==> config.mk <==
export PLATFORM = sky130hd
export DESIGN_NAME = rkc_fifo
export DESIGN_NICKNAME = d
export VERILOG_FILES = /design/src/design/rkc_fifo.sv
export VERILOG_INCLUDE_DIRS = /design/src /design/src/design
export SDC_FILE = /design/constraint.sdc
export NUM_CORES = 1
export LEC_CHECK = 0
export ABC_CLOCK_PERIOD_IN_PS = 2700
export BUFFER_PORTS_ARGS = -buffer_cell sky130_fd_sc_hd__buf_4
export CAP_MARGIN = 20
export CORE_UTILIZATION = 57
export CTS_CLUSTER_DIAMETER = 120
export CTS_CLUSTER_SIZE = 12
export DETAILED_ROUTE_END_ITERATION = 7
export PLACE_DENSITY_LB_ADDON = 0.12
export SYNTH_ARGS = -nofsm -noshare
export SYNTH_HDL_FRONTEND = slang
export SYNTH_SLANG_ARGS = --single-unit
==> constraint.sdc <==
create_clock -name clk_i -period 2.7 [get_ports clk_i]
set_input_delay 0.54 -clock clk_i [delete_from_list [all_inputs] [get_ports clk_i]]
set_output_delay 0.54 -clock clk_i [all_outputs]
set_load 0.05 [all_outputs]
==> src/design/rgb_kernel_convolution_clamp_unit_assert.svh <==
// ----------------------------------------------------------------------------
// Assertion macros for the RGB kernel convolution unit
// Shared concurrent assertion forms, clocked on clk_i and off during reset.
// ----------------------------------------------------------------------------
`ifndef RGB_KERNEL_CONVOLUTION_CLAMP_UNIT_ASSERT_SVH
`define RGB_KERNEL_CONVOLUTION_CLAMP_UNIT_ASSERT_SVH

// A property that must hold at every clock edge.
`define RKC_ASSERT(name, prop, msg) \
  name: assert property (@(posedge clk_i) disable iff (!rst_ni) (prop)) \
    else $error(msg);

// When the antecedent holds, the consequent must hold in the next cycle.
`define RKC_ASSERT_NEXT(name, ante, cons, msg) \
  name: assert property (@(posedge clk_i) disable iff (!rst_ni) (ante) |=> (cons)) \
    else $error(msg);

`endif

==> src/design/rkc_fifo.sv <==
// ----------------------------------------------------------------------------
// rkc_fifo
// Short queue between the front and back parts.
// ----------------------------------------------------------------------------
`default_nettype none

`include "rgb_kernel_convolution_clamp_unit_assert.svh"

module rkc_fifo #(
  parameter int WIDTH = 40
) (
  input  wire logic             clk_i,
  input  wire logic             rst_ni,
  input  wire logic             push_i,
  input  wire logic [WIDTH-1:0] data_i,
  output logic                  full_o,
  input  wire logic             pop_i,
  output logic                  empty_o,
  output logic [WIDTH-1:0]      data_o
);
  localparam int Depth = 4;
  localparam int PW = $clog2(Depth);
  localparam logic [PW:0] DepthCnt = (PW+1)'(Depth);

  logic [WIDTH-1:0] slot_q [Depth];
  logic [PW-1:0]    wp_q, rp_q;
  logic [PW:0]      cnt_q, cnt_d;
  logic             do_push, do_pop;

  assign full_o  = (cnt_q == DepthCnt);
  assign empty_o = (cnt_q == '0);
  assign data_o  = slot_q[rp_q];
  assign do_push = push_i && !full_o;
  assign do_pop  = pop_i && !empty_o;

  // Occupancy count
  always_comb begin
    cnt_d = cnt_q;
    if (do_push && !do_pop) cnt_d = cnt_q + 1'b1;
    else if (do_pop && !do_push) cnt_d = cnt_q - 1'b1;
  end

  always_ff @(posedge clk_i or negedge rst_ni) begin
    if (!rst_ni) begin
      wp_q  <= '0;
      rp_q  <= '0;
      cnt_q <= '0;
    end else begin
      cnt_q <= cnt_d;
      if (do_push) wp_q <= wp_q + 1'b1;
      if (do_pop) rp_q <= rp_q + 1'b1;
    end
  end

  // Storage slots
  always_ff @(posedge clk_i) begin
    if (do_push) slot_q[wp_q] <= data_i;
  end

  `RKC_ASSERT(a_cnt_bound, cnt_q <= DepthCnt, "queue count beyond depth")
  `RKC_ASSERT_NEXT(a_cnt_up, do_push && !do_pop, cnt_q == $past(cnt_q) + 1'b1, "count missed push")
  `RKC_ASSERT(a_ptr_gap, (wp_q - rp_q) == cnt_q[PW-1:0], "pointers disagree with count")

endmodule

`default_nettype wire

==> out/qor.txt <==
Initial Util -> 59.8%
worst-margin pin slew -> 487 ps
area of the multi-input gates -> 0.00114 mm2
CP max stage cell -> dfrtp_4
clock power share -> 21.7%
PwrDens -> 1270 mW/mm2
Pre-Repair DR Iteration Count -> 4
sequential power share -> 37.1%
Worst Path Required -> 2160 ps
Worst path depth -> 3
Final min period -> 2580 ps
reg2reg start -> cnt_q[2]$_DFFE_PN0P_
Final Hold Fails -> 0
crit path DAT -> 2040 ps
area delta synth->final -> 22.7%
initial antenna violation count -> 0
cell breakdown of the critical path -> buf_4 -> mux4_2 -> buf_4
# resized after CTS -> 0
antenna cells -> 0
via count -> 2836
Setup crit start kind -> register
CORE AREA -> 0.0105 mm2
Fillers -> 644
Seq cells post-synth -> 167
Rows -> 37
net count after synthesis -> 296
cell mode on critical path -> buf_4
total negative slack -> 0 ps
crit-path max FO -> 14
Reg clk slew, reported paths -> 60 ps
final worst-path cycle share -> 95.6%
Clock Tree Root -> clkbuf_8
Slew headroom -> 67.5%
Critical Path Sink Type -> output pin
final core occ -> 73.3%
hold depth -> 1
layout cell share with drive strength beyond 1 -> 48.3%
Sw Pwr -> 0.00363 W
combinational share of power -> 41.2%
placer congestion estimate -> 0.778
Leak -> 2.71 nW
final WL -> 10300 um
H-Tree Depth -> 4
Fin Clk Skew -> 7.07 ps
CTS sink count -> 167
Sw Ratio -> 37.1%
Netlist Area Pre-Place -> 0.00625 mm2
synthesis warning total -> 0
Slowest Stage Delay on Critical Path -> 550 ps
die area -> 0.0114 mm2
Final Slew Violations -> 0
Mapped Cells -> 246
Hold Path Sink -> slot_q[0][23]$_DFFE_PP_
grt total ovfl -> 0
RSZ-0062 raised after global routing -> false
peak supply drop -> 0.000802 V
Post-Syn Area per Cell -> 25.4 um2
hold path startpoint -> data_i[23]
IO Port Bufs -> 85
CP delay by family, top -> flip-flops
first-pass GRT wire length -> 16000 um
number of vias per cell -> 5.55
mean routed wirelength per cell -> 20.2 um
Antenna Nets Post-Route -> 0
Worst Hold Class -> input pin to register
max-cap violations -> 0
die width -> 107 um
worst skew pair latency -> 520 ps
Clock Path Buffers -> 2
RR Endpoint -> cnt_q[2]$_DFFE_PN0P_
P_int -> 0.00615 W
Iter 0 DRT Violations -> 152
largest net degree at the start of global routing -> 25
Reg area -> 0.00498 mm2
Total GRT Usage -> 20.1%
Setup violations, final -> 0
hpwl dp -> 6370 um
Final nets -> 412
vias in the first global route -> 3017
Seq/Total Area, Yosys -> 79.6%
Worst R2R Path Depth -> 8
FF-to-FF setup slack -> 410 ps
worst path bufs/invs -> 2
Synth cell types -> 22
WS Path Type -> register to output pin
fmax -> 0.387 GHz
CTS tree -> done
Die Ht -> 107 um
Num CTS Buffers -> 17
status -> completed
io pins -> 86
DRC Markers -> 0
## placed cells by master, fill, tap and decap left out, drive strengths merged, types with 2 or more instances in the layout
cell type,netlist,layout
buf,10,107
inv,4,4
dfrtp,7,7
clkinv,0,9
xnor2,4,4
mux2,2,2
clkinvlp,0,3
xor2,2,2
and2,4,4
ha,5,5
clkbuf,1,19
mux4,40,40
edfxtp,160,160
## timing repair
item | in CTS | in global routing
gates cloned | 0 | 0
buffers inserted | 1 | 6
hold endpoints to repair | 7 | 0
setup endpoints to repair | 24 | 16
hold buffers | 1 | 0
## per-stage QoR
stage                     power (W)  hold slack (ps)  worst slack (ps)  cells  instance area [um2]
final                       0.00978              214               118    511                 7670
after global routing         0.0102              185              25.4    511                 7670
after CTS                   0.00982              187              3.55    505                 7630
after detailed placement    0.00765              367               381    471                 7070
after global placement      0.00759              360               409    471                 7070
after floorplan             0.00662              244               231    246                 6250
## metal layers
metal / GRT usage, % / wire, um
met1: 26.4 / 4450
met2: 31.9 / 5240
met3: 6.87 / 539
met4: 6.75 / 90
met5: 0 / 0
## cells by family after synthesis
logic type | Yosys count | synth area share (%)
adder cells (fa/ha/maj) | 6 | 1.32
XOR/XNOR | 6 | 0.840
multiplexers | 42 | 14.9
flip-flops | 167 | 79.6
buffers and inverters | 15 | 2.26
AND/OR/NAND/NOR | 10 | 1.00
## worst register-to-register path: cells and delay by family (launching register included)
kind                     cells  cell delay [ps]
adder cells (fa/ha/maj)      2              630
XOR/XNOR                     2              360
flip-flops                   1              400
buffers and inverters        1               60
AND/OR/NAND/NOR              3              760
## final cells by class
type	instances	share of cell area, %
Clock buffer	19	5.50
Clock inverter	13	1.42
Inverter	4	0.196
Multi-Input combinational cell	64	14.8
Sequential cell	167	65.0
Tap cell	136	2.22
Timing Repair Buffer	108	10.9
## how the worst max path moves through the flow
| stage | from | to |
|---|---|---|
| detailed placement | push_i | cnt_q[2]$_DFFE_PN0P_ |
| CTS | rp_q[0]$_DFFE_PN0P_ | data_o[10] |
| finish | rp_q[0]$_DFFE_PN0P_ | data_o[10] |
| floorplan | cnt_q[0]$_DFFE_PN0P_ | cnt_q[1]$_DFFE_PN0P_ |
| global route | rp_q[0]$_DFFE_PN0P_ | data_o[10] |
| global placement | rp_q[0]$_DFFE_PN0P_ | data_o[8] |
## Yosys cell counts
cell type	instances	share of area (%)
and2_1	4	0.40
buf_12	4	1.3
buf_2	4	0.32
buf_6	2	0.36
clkbuf_1	1	0.060
dfrtp_1	7	2.8
edfxtp_1	160	77
fa_1	1	0.32
ha_1	5	1.0
inv_1	4	0.24
mux2_2	1	0.18
mux2_4	1	0.24
mux4_1	2	0.84
mux4_2	38	14
nand2_1	1	0.060
nand3_1	1	0.080
nor2_1	1	0.060
nor2b_1	1	0.10
nor3b_2	1	0.20
or3_1	1	0.10
xnor2_1	4	0.56
xor2_1	2	0.28
## sequential cells by signal, indices dropped and copies added (netlist names)
name    cells
cnt_q       3
wp_q        2
slot_q    160
rp_q        2
## power groups by stage
stage	Clock (W)	Combinational, W	Sequential [W]
finish	0.00212	0.00403	0.00363
global route	0.00226	0.00423	0.00368
CTS	0.00217	0.00400	0.00365
detailed placement	0	0.00391	0.00375
global placement	0	0.00388	0.00371
floorplan	0	0.00303	0.00359
Note: power is estimated with default switching activity, not from simulation.
