### config.mk
export PLATFORM = sky130hd
export DESIGN_NAME = rkc_front
export DESIGN_NICKNAME = d
export VERILOG_FILES = /design/src/design/rgb_kernel_convolution_clamp_unit_assert.svh /design/src/design/rkc_pkg.sv /design/src/design/rkc_front.sv
export SDC_FILE = /design/constraint.sdc
export NUM_CORES = 1
export LEC_CHECK = 0
export ABC_AREA = 1
export BUFFER_PORTS_ARGS = -buffer_cell sky130_fd_sc_hd__buf_4
export CAP_MARGIN = 20
export CORE_MARGIN = 2
export CORE_UTILIZATION = 54
export CTS_CLUSTER_DIAMETER = 80
export DETAILED_ROUTE_END_ITERATION = 6
export HOLD_SLACK_MARGIN = 0.12
export PLACE_DENSITY_LB_ADDON = 0.2
export SLEW_MARGIN = 20
export SYNTH_ARGS = -nofsm -noshare
export SYNTH_HDL_FRONTEND = slang
export SYNTH_SLANG_ARGS = --single-unit
### constraint.sdc
create_clock -name clk_i -period 3 [get_ports clk_i]
set_input_delay 0.6 -clock clk_i [delete_from_list [all_inputs] [get_ports clk_i]]
set_output_delay 0.6 -clock clk_i [all_outputs]
set_load 0.005 [all_outputs]
### src/design/rgb_kernel_convolution_clamp_unit_assert.svh
// ----------------------------------------------------------------------------
// Assertion macros for the RGB kernel convolution unit
// Shared concurrent assertion forms, clocked on clk_i and off during reset.
// ----------------------------------------------------------------------------
`ifndef RGB_KERNEL_CONVOLUTION_CLAMP_UNIT_ASSERT_SVH
`define RGB_KERNEL_CONVOLUTION_CLAMP_UNIT_ASSERT_SVH

// A property that must hold at every clock edge.
`define RKC_ASSERT(name, prop, msg) \
  name: assert property (@(posedge clk_i) disable iff (!rst_ni) (prop)) \
    else $error(msg);

// When the antecedent holds, the consequent must hold in the next cycle.
`define RKC_ASSERT_NEXT(name, ante, cons, msg) \
  name: assert property (@(posedge clk_i) disable iff (!rst_ni) (ante) |=> (cons)) \
    else $error(msg);

`endif

### src/design/rkc_pkg.sv
// ----------------------------------------------------------------------------
// rkc_pkg
// Shared constants, codes and kernel coefficients of the convolution unit.
// ----------------------------------------------------------------------------
`default_nettype none

package rkc_pkg;

  localparam int PIX_W = 8;
  localparam int RGB_W = 3 * PIX_W;
  localparam int SUM_W = 20;
  localparam int CFG_W = 13;
  localparam int CFG_IDX_W = 2;
  localparam int HEIGHT_LIMIT = 4096;

  // Kernel selector codes
  localparam logic [1:0] SEL_CONTRAST = 2'd0;
  localparam logic [1:0] SEL_SOBEL_X  = 2'd1;
  localparam logic [1:0] SEL_SOBEL_Y  = 2'd2;

  // Configuration register indexes
  localparam logic [CFG_IDX_W-1:0] CFG_KERNEL = 2'd0;
  localparam logic [CFG_IDX_W-1:0] CFG_WIDTH  = 2'd1;
  localparam logic [CFG_IDX_W-1:0] CFG_HEIGHT = 2'd2;

  // Per-item flags handed from the front part to the back part.
  typedef struct packed {
    logic emit;
    logic frame_done;
  } rkc_tag_t;

  typedef logic signed [5:0] coef_t;

  localparam coef_t K9 [9][9] = '{
    '{ 0, 0, 0,-1,-1,-1, 0, 0, 0},
    '{ 0,-2,-3,-3,-3,-3,-3,-2, 0},
    '{ 0,-3,-2,-1,-1,-1,-2,-3, 0},
    '{-1,-3,-1, 9, 9, 9,-1,-3,-1},
    '{-1,-3,-1, 9,19, 9,-1,-3,-1},
    '{-1,-3,-1, 9, 9, 9,-1,-3,-1},
    '{ 0,-3,-2,-1,-1,-1,-2,-3, 0},
    '{ 0,-2,-3,-3,-3,-3,-3,-2, 0},
    '{ 0, 0, 0,-1,-1,-1, 0, 0, 0}
  };

  localparam coef_t SX [3][3] = '{'{-1, 0, 1}, '{-2, 0, 2}, '{-1, 0, 1}};
  localparam coef_t SY [3][3] = '{'{ 1, 2, 1}, '{ 0, 0, 0}, '{-1,-2,-1}};

  // Coefficient of a window tap; taps outside the active kernel weigh zero.
  function automatic coef_t coef(input logic [1:0] sel, input int i, input int j);
    coef_t res;
    res = '0;
    if (sel == SEL_CONTRAST) begin
      if (i < 9 && j < 9) res = K9[i][j];
    end else if (sel == SEL_SOBEL_X) begin
      if (i < 3 && j < 3) res = SX[i][j];
    end else begin
      if (i < 3 && j < 3) res = SY[i][j];
    end
    return res;
  endfunction

endpackage

`default_nettype wire

### src/design/rkc_front.sv
// ----------------------------------------------------------------------------
// rkc_front
// Tracks the raster position of each input pixel and decides whether it
// closes a complete window, then hands the pixel on to the queue.
// ----------------------------------------------------------------------------
`default_nettype none

module rkc_front #(
  parameter int MAX_WIDTH = 2048,
  parameter int MAX_TAPS  = 9,
  localparam int CW = $clog2(MAX_WIDTH)
) (
  input  wire logic                    clk_i,
  input  wire logic                    rst_ni,
  input  wire logic [1:0]              sel_i,
  input  wire logic [11:0]             width_i,
  input  wire logic [12:0]             height_i,
  input  wire logic                    acc_i,
  output logic                         push_o,
  output logic [CW-1:0]                col_o,
  output rkc_pkg::rkc_tag_t            tag_o
);
  import rkc_pkg::*;

  localparam logic [13:0] MaxW = 14'(MAX_WIDTH);
  localparam logic [13:0] MaxH = 14'(HEIGHT_LIMIT);

  logic [CW-1:0] col_q, col_d;
  logic [11:0]   row_q, row_d;
  logic [13:0]   w_eff, h_eff, c_ext, r_ext, k_ext;
  logic          k_ok;
  logic [CW-1:0] c_use;

  // Effective frame size and kernel span
  always_comb begin
    w_eff = ({2'b0, width_i} > MaxW) ? MaxW : {2'b0, width_i};
    if (w_eff == '0) w_eff = 14'd1;
    h_eff = ({1'b0, height_i} > MaxH) ? MaxH : {1'b0, height_i};
    if (h_eff == '0) h_eff = 14'd1;
    k_ext = (sel_i == SEL_CONTRAST) ? 14'd9 : 14'd3;
    k_ok  = (sel_i != SEL_CONTRAST) || (MAX_TAPS >= 9);
    c_use = col_q;
    c_ext = 14'(c_use);
    r_ext = 14'(row_q);
  end

  // Classification of the current pixel
  always_comb begin
    push_o           = acc_i && k_ok;
    col_o            = c_use;
    tag_o.emit       = (r_ext + 14'd1 >= k_ext) && (c_ext + 14'd1 >= k_ext)
                    && (r_ext + 14'd2 <= h_eff) && (c_ext + 14'd2 <= w_eff);
    tag_o.frame_done = (r_ext + 14'd2 == h_eff) && (c_ext + 14'd2 == w_eff);
  end

  // Raster position advance
  always_comb begin
    col_d = col_q;
    row_d = row_q;
    if (acc_i) begin
      if (c_ext + 14'd1 >= w_eff) begin
        col_d = '0;
        if (r_ext + 14'd1 >= h_eff) row_d = '0;
        else row_d = row_q + 12'd1;
      end else begin
        col_d = c_use + CW'(1);
      end
    end
  end

  always_ff @(posedge clk_i or negedge rst_ni) begin
    if (!rst_ni) begin
      col_q <= '0;
      row_q <= '0;
    end else begin
      col_q <= col_d;
      row_q <= row_d;
    end
  end

endmodule

`default_nettype wire

==> qor.csv <==
stage,metric,value,unit
logic_synthesis,mapped cell area,3380,um2
logic_synthesis,Synth area leader,ha_1,
cts,htree depth,1,
sta,final setup margin,-0.338,ns
floorplanning,Chip Width,83.1,um
cells_and_area,Post-layout nets,739,
global_routing,vias in the first global route,3397,
flow_run,max cap viols,0,
logic_synthesis,synth unique cells,33,
cells_and_area,P&R area growth vs syn,41.1,%
drt,Post-route DRC,0,
sta,fin crit share,1.11,
outcome,status,finished with violations,
setup_path,Setup crit end kind,output pin,
power_and_ir_drop,worst vdd ir,0.478,mV
power_and_ir_drop,Total Power,2.70,mW
setup_path,Slowest cell on crit path,dfrtp_1,
cts,TritonCTS clock tree,done,
global_routing,met2 Track Usage GR,0.433,
setup_path,crit path max fanout,4,
power_and_ir_drop,Flop pwr share,0.187,
floorplanning,initial core utilization,0.565,
setup_path,WP data required,2.40,ns
logic_synthesis,most common flop cell mapped by yosys,dfrtp_1,
sta,Final Skew,0.0105,ns
global_routing,GRT overflow,0,
logic_synthesis,"EDFF count, synth",0,
power_and_ir_drop,sw frac,0.501,
setup_path,critical path arrival,2.74,ns
global_routing,largest net degree at the start of global routing,24,
drt,routed wire length,10.9,mm
cells_and_area,Register Area,578,um2
logic_synthesis,synth warn,0,
sta,WHS,0.185,ns
drt,Via density,5.60,
global_routing,gr usage total,0.282,
setup_path,crit path buf inv count,5,
power_and_ir_drop,total internal power,1.35,mW
global_routing,met1 usage,0.428,
sta,actual slew at the worst max-slew pin,0.383,ns
logic_synthesis,net count after synthesis,613,
setup_path,crit start category,flop,
logic_synthesis,fraction of registers with async set/reset,1.00,
worst_hold_path,worst hold path class,in -> async,
placed_design,Final GP Congestion,0.928,
cts,CTS sink count,23,
placed_design,HPWL Detailed,8.32,mm
global_routing,first-pass GRT wire length,16.2,mm
logic_synthesis,"top cells by area, synth","ha_1 21%, nand2_1 19%, dfrtp_1 17%, inv_1 7.4%, xor2_1 5.2%",
logic_synthesis,cell count after synthesis,527,
setup_path,Setup Crit Path Kind,reg -> out,
logic_synthesis,Synth Area per Inst,6.42,um2
cts,Root Buffer Master,clkbuf_8,
global_routing,met3 usage,0.0368,
cells_and_area,area of the multi-input gates,2800,um2
cts,CTS buffer count,3,
cells_and_area,ratio of cells with drive above 1 in the final layout,0.313,
setup_path,delay of the slowest cell on the worst path,0.38,ns
placed_design,I/O Buffers,43,
logic_synthesis,Yosys reg bits,23,
global_routing,grt peak-use layer,met2,
cts,Longest Clk Path Bufs,2,
cts,later-pin clock latency in the skew report,0.29,ns
power_and_ir_drop,PwrDens,565,nW/um2
setup_path,CP Depth,16,
outcome,failing checks,negative setup slack,
sta,max-slew violation count,0,
drt,"antenna viol nets, final",0,
setup_path,"CP delay by family, top",simple AND/OR/NAND/NOR gates,
logic_synthesis,"Seq/Total Area, Yosys",0.170,
cts,"CTS clk-pin slew, worst paths",0.10,ns
cells_and_area,number of diodes,0,
floorplanning,num rows,28,
floorplanning,IO Count,44,
sta,total negative slack,-0.480,ns
sta,f_max,0.300,GHz
cells_and_area,fillers,379,
sta,fin crit period,3.34,ns
power_and_ir_drop,net switching power figure,1.35,mW
floorplanning,die area,6910,um2
drt,Initial DRT Pass Iterations,5,
drt,Iter 0 DRT Violations,435,
drt,Routed WL per cell,15.0,um
logic_synthesis,post-synth top area share,0.207,
power_and_ir_drop,share of power burned in combinational logic,0.731,
cells_and_area,final core utilization,0.797,
drt,DR vias,4072,
global_routing,initial antenna violation count,0,
setup_path,CP cell instances,buf_4 -> clkinvlp_4 -> nor3_4 -> buf_4 -> nand2_1 -> xor2_1 -> ha_1 -> nand2_2 -> nor3_4 -> nand4_1 -> nand2_1 -> nand2_1 -> inv_1 -> o21ai_1 -> nor2_1 -> buf_4,
setup_path,Worst R2R Path Depth,14,
power_and_ir_drop,Clock Power Share,0.081,
floorplanning,die height,83.1,um
power_and_ir_drop,LEAKAGE,2.58,nW
floorplanning,core area,5990,um2
sta,Relative slew margins,0.744,
sta,RSZ-0062 raised after global routing,true,
logic_synthesis,most instantiated cells after synthesis,"168 x nand2_1, 67 x inv_1, 56 x ha_1",
logic_synthesis,cell with the most instances after synthesis,nand2_1,
sta,final setup violating endpoints,2,
sta,final hold violations,0,
## per-layer routing
metal,routed length (um),share of wire
met1,4810,0.44
met2,5010,0.46
met3,949,0.087
met4,137,0.013
met5,0,0
## sequential cells by signal (all words and copies together) (netlist names)
| register | count |
|---|---|
| col_o | 11 |
| row_q | 12 |
## power by group through the flow
| stage | logic [mW] | clock network, mW | registers (mW) |
|---|---|---|---|
| 2_1_floorplan | 1.03 | 0 | 0.512 |
| 3_3_place_gp | 1.70 | 0 | 0.502 |
| 3_5_place_dp | 1.77 | 0 | 0.505 |
| 4_1_cts | 1.81 | 0.213 | 0.500 |
| 5_1_grt | 2.17 | 0.228 | 0.512 |
| 6_report | 1.97 | 0.220 | 0.505 |
## cell type report
| class | instances | share of cell area |
|---|---|---|
| Sequential cell | 23 | 0.121 |
| Clock buffer | 3 | 0.00865 |
| Timing Repair Buffer | 130 | 0.209 |
| Clock inverter | 1 | 0.00105 |
| Tap cell | 75 | 0.0197 |
| Multi-Input combinational cell | 427 | 0.587 |
| Inverter | 68 | 0.0543 |
## worst paths after layout
kind | slack [ns] | from | to
setup / recovery | -0.34 | row_q[1] | tag_o[1]
hold / removal | 0.19 | rst_ni | col_o[10]
setup reg to reg | 0.27 | row_q[0] | row_q[3]
hold reg to reg | 0.57 | row_q[3] | row_q[3]
max in group asynchronous | 2.55 | rst_ni | row_q[3]
min in group clk_i | 0.57 | row_q[3] | row_q[3]
## cell usage in the layout (no fill, tap or decap), types with 3 or more instances in the layout
cell type  netlist  final
dfrtp_1         23     21
a21oi_1         19     18
nor3_1          11      9
nand3_1         33     28
nand2_4          1      4
ha_1            56     49
nand4_1         16     16
buf_4            2    127
xor2_1          20     15
nor3_4           0      3
clkbuf_8         0      3
nor2_2           3      7
o22ai_1         10     10
inv_1           67     65
nor2_4           5     10
ha_4             0      6
nand3_2          1      5
nand2_2          4     17
o21ai_1          4      5
nor2_1          46     37
xor2_2           1      6
o21ai_0         16     15
nand2_1        168    152
## metrics by stage
stage / area (um2) / instances / worst slack (ns)
after floorplan: 3380 / 527 / 0.0293
final: 4770 / 727 / -0.338
after detailed placement: 4370 / 716 / -0.454
after CTS: 4470 / 720 / -0.350
after global routing: 4770 / 727 / -0.452
after global placement: 4370 / 716 / -0.448
## cells by family after synthesis
family                   share of synthesized area
AND/OR/NAND/NOR                              0.375
buffers and inverters                       0.0888
AO/OA/AOI/OAI                               0.0973
adder cells (fa/ha/maj)                      0.207
flip-flops                                   0.170
XOR/XNOR                                    0.0614
## repair_timing
item	in CTS	in global routing
gates resized for setup	13	54
buffers inserted	0	7
pin swaps	3	20
setup endpoints to repair	2	14
hold buffers	0	0
(Power assumes the default switching activity.)
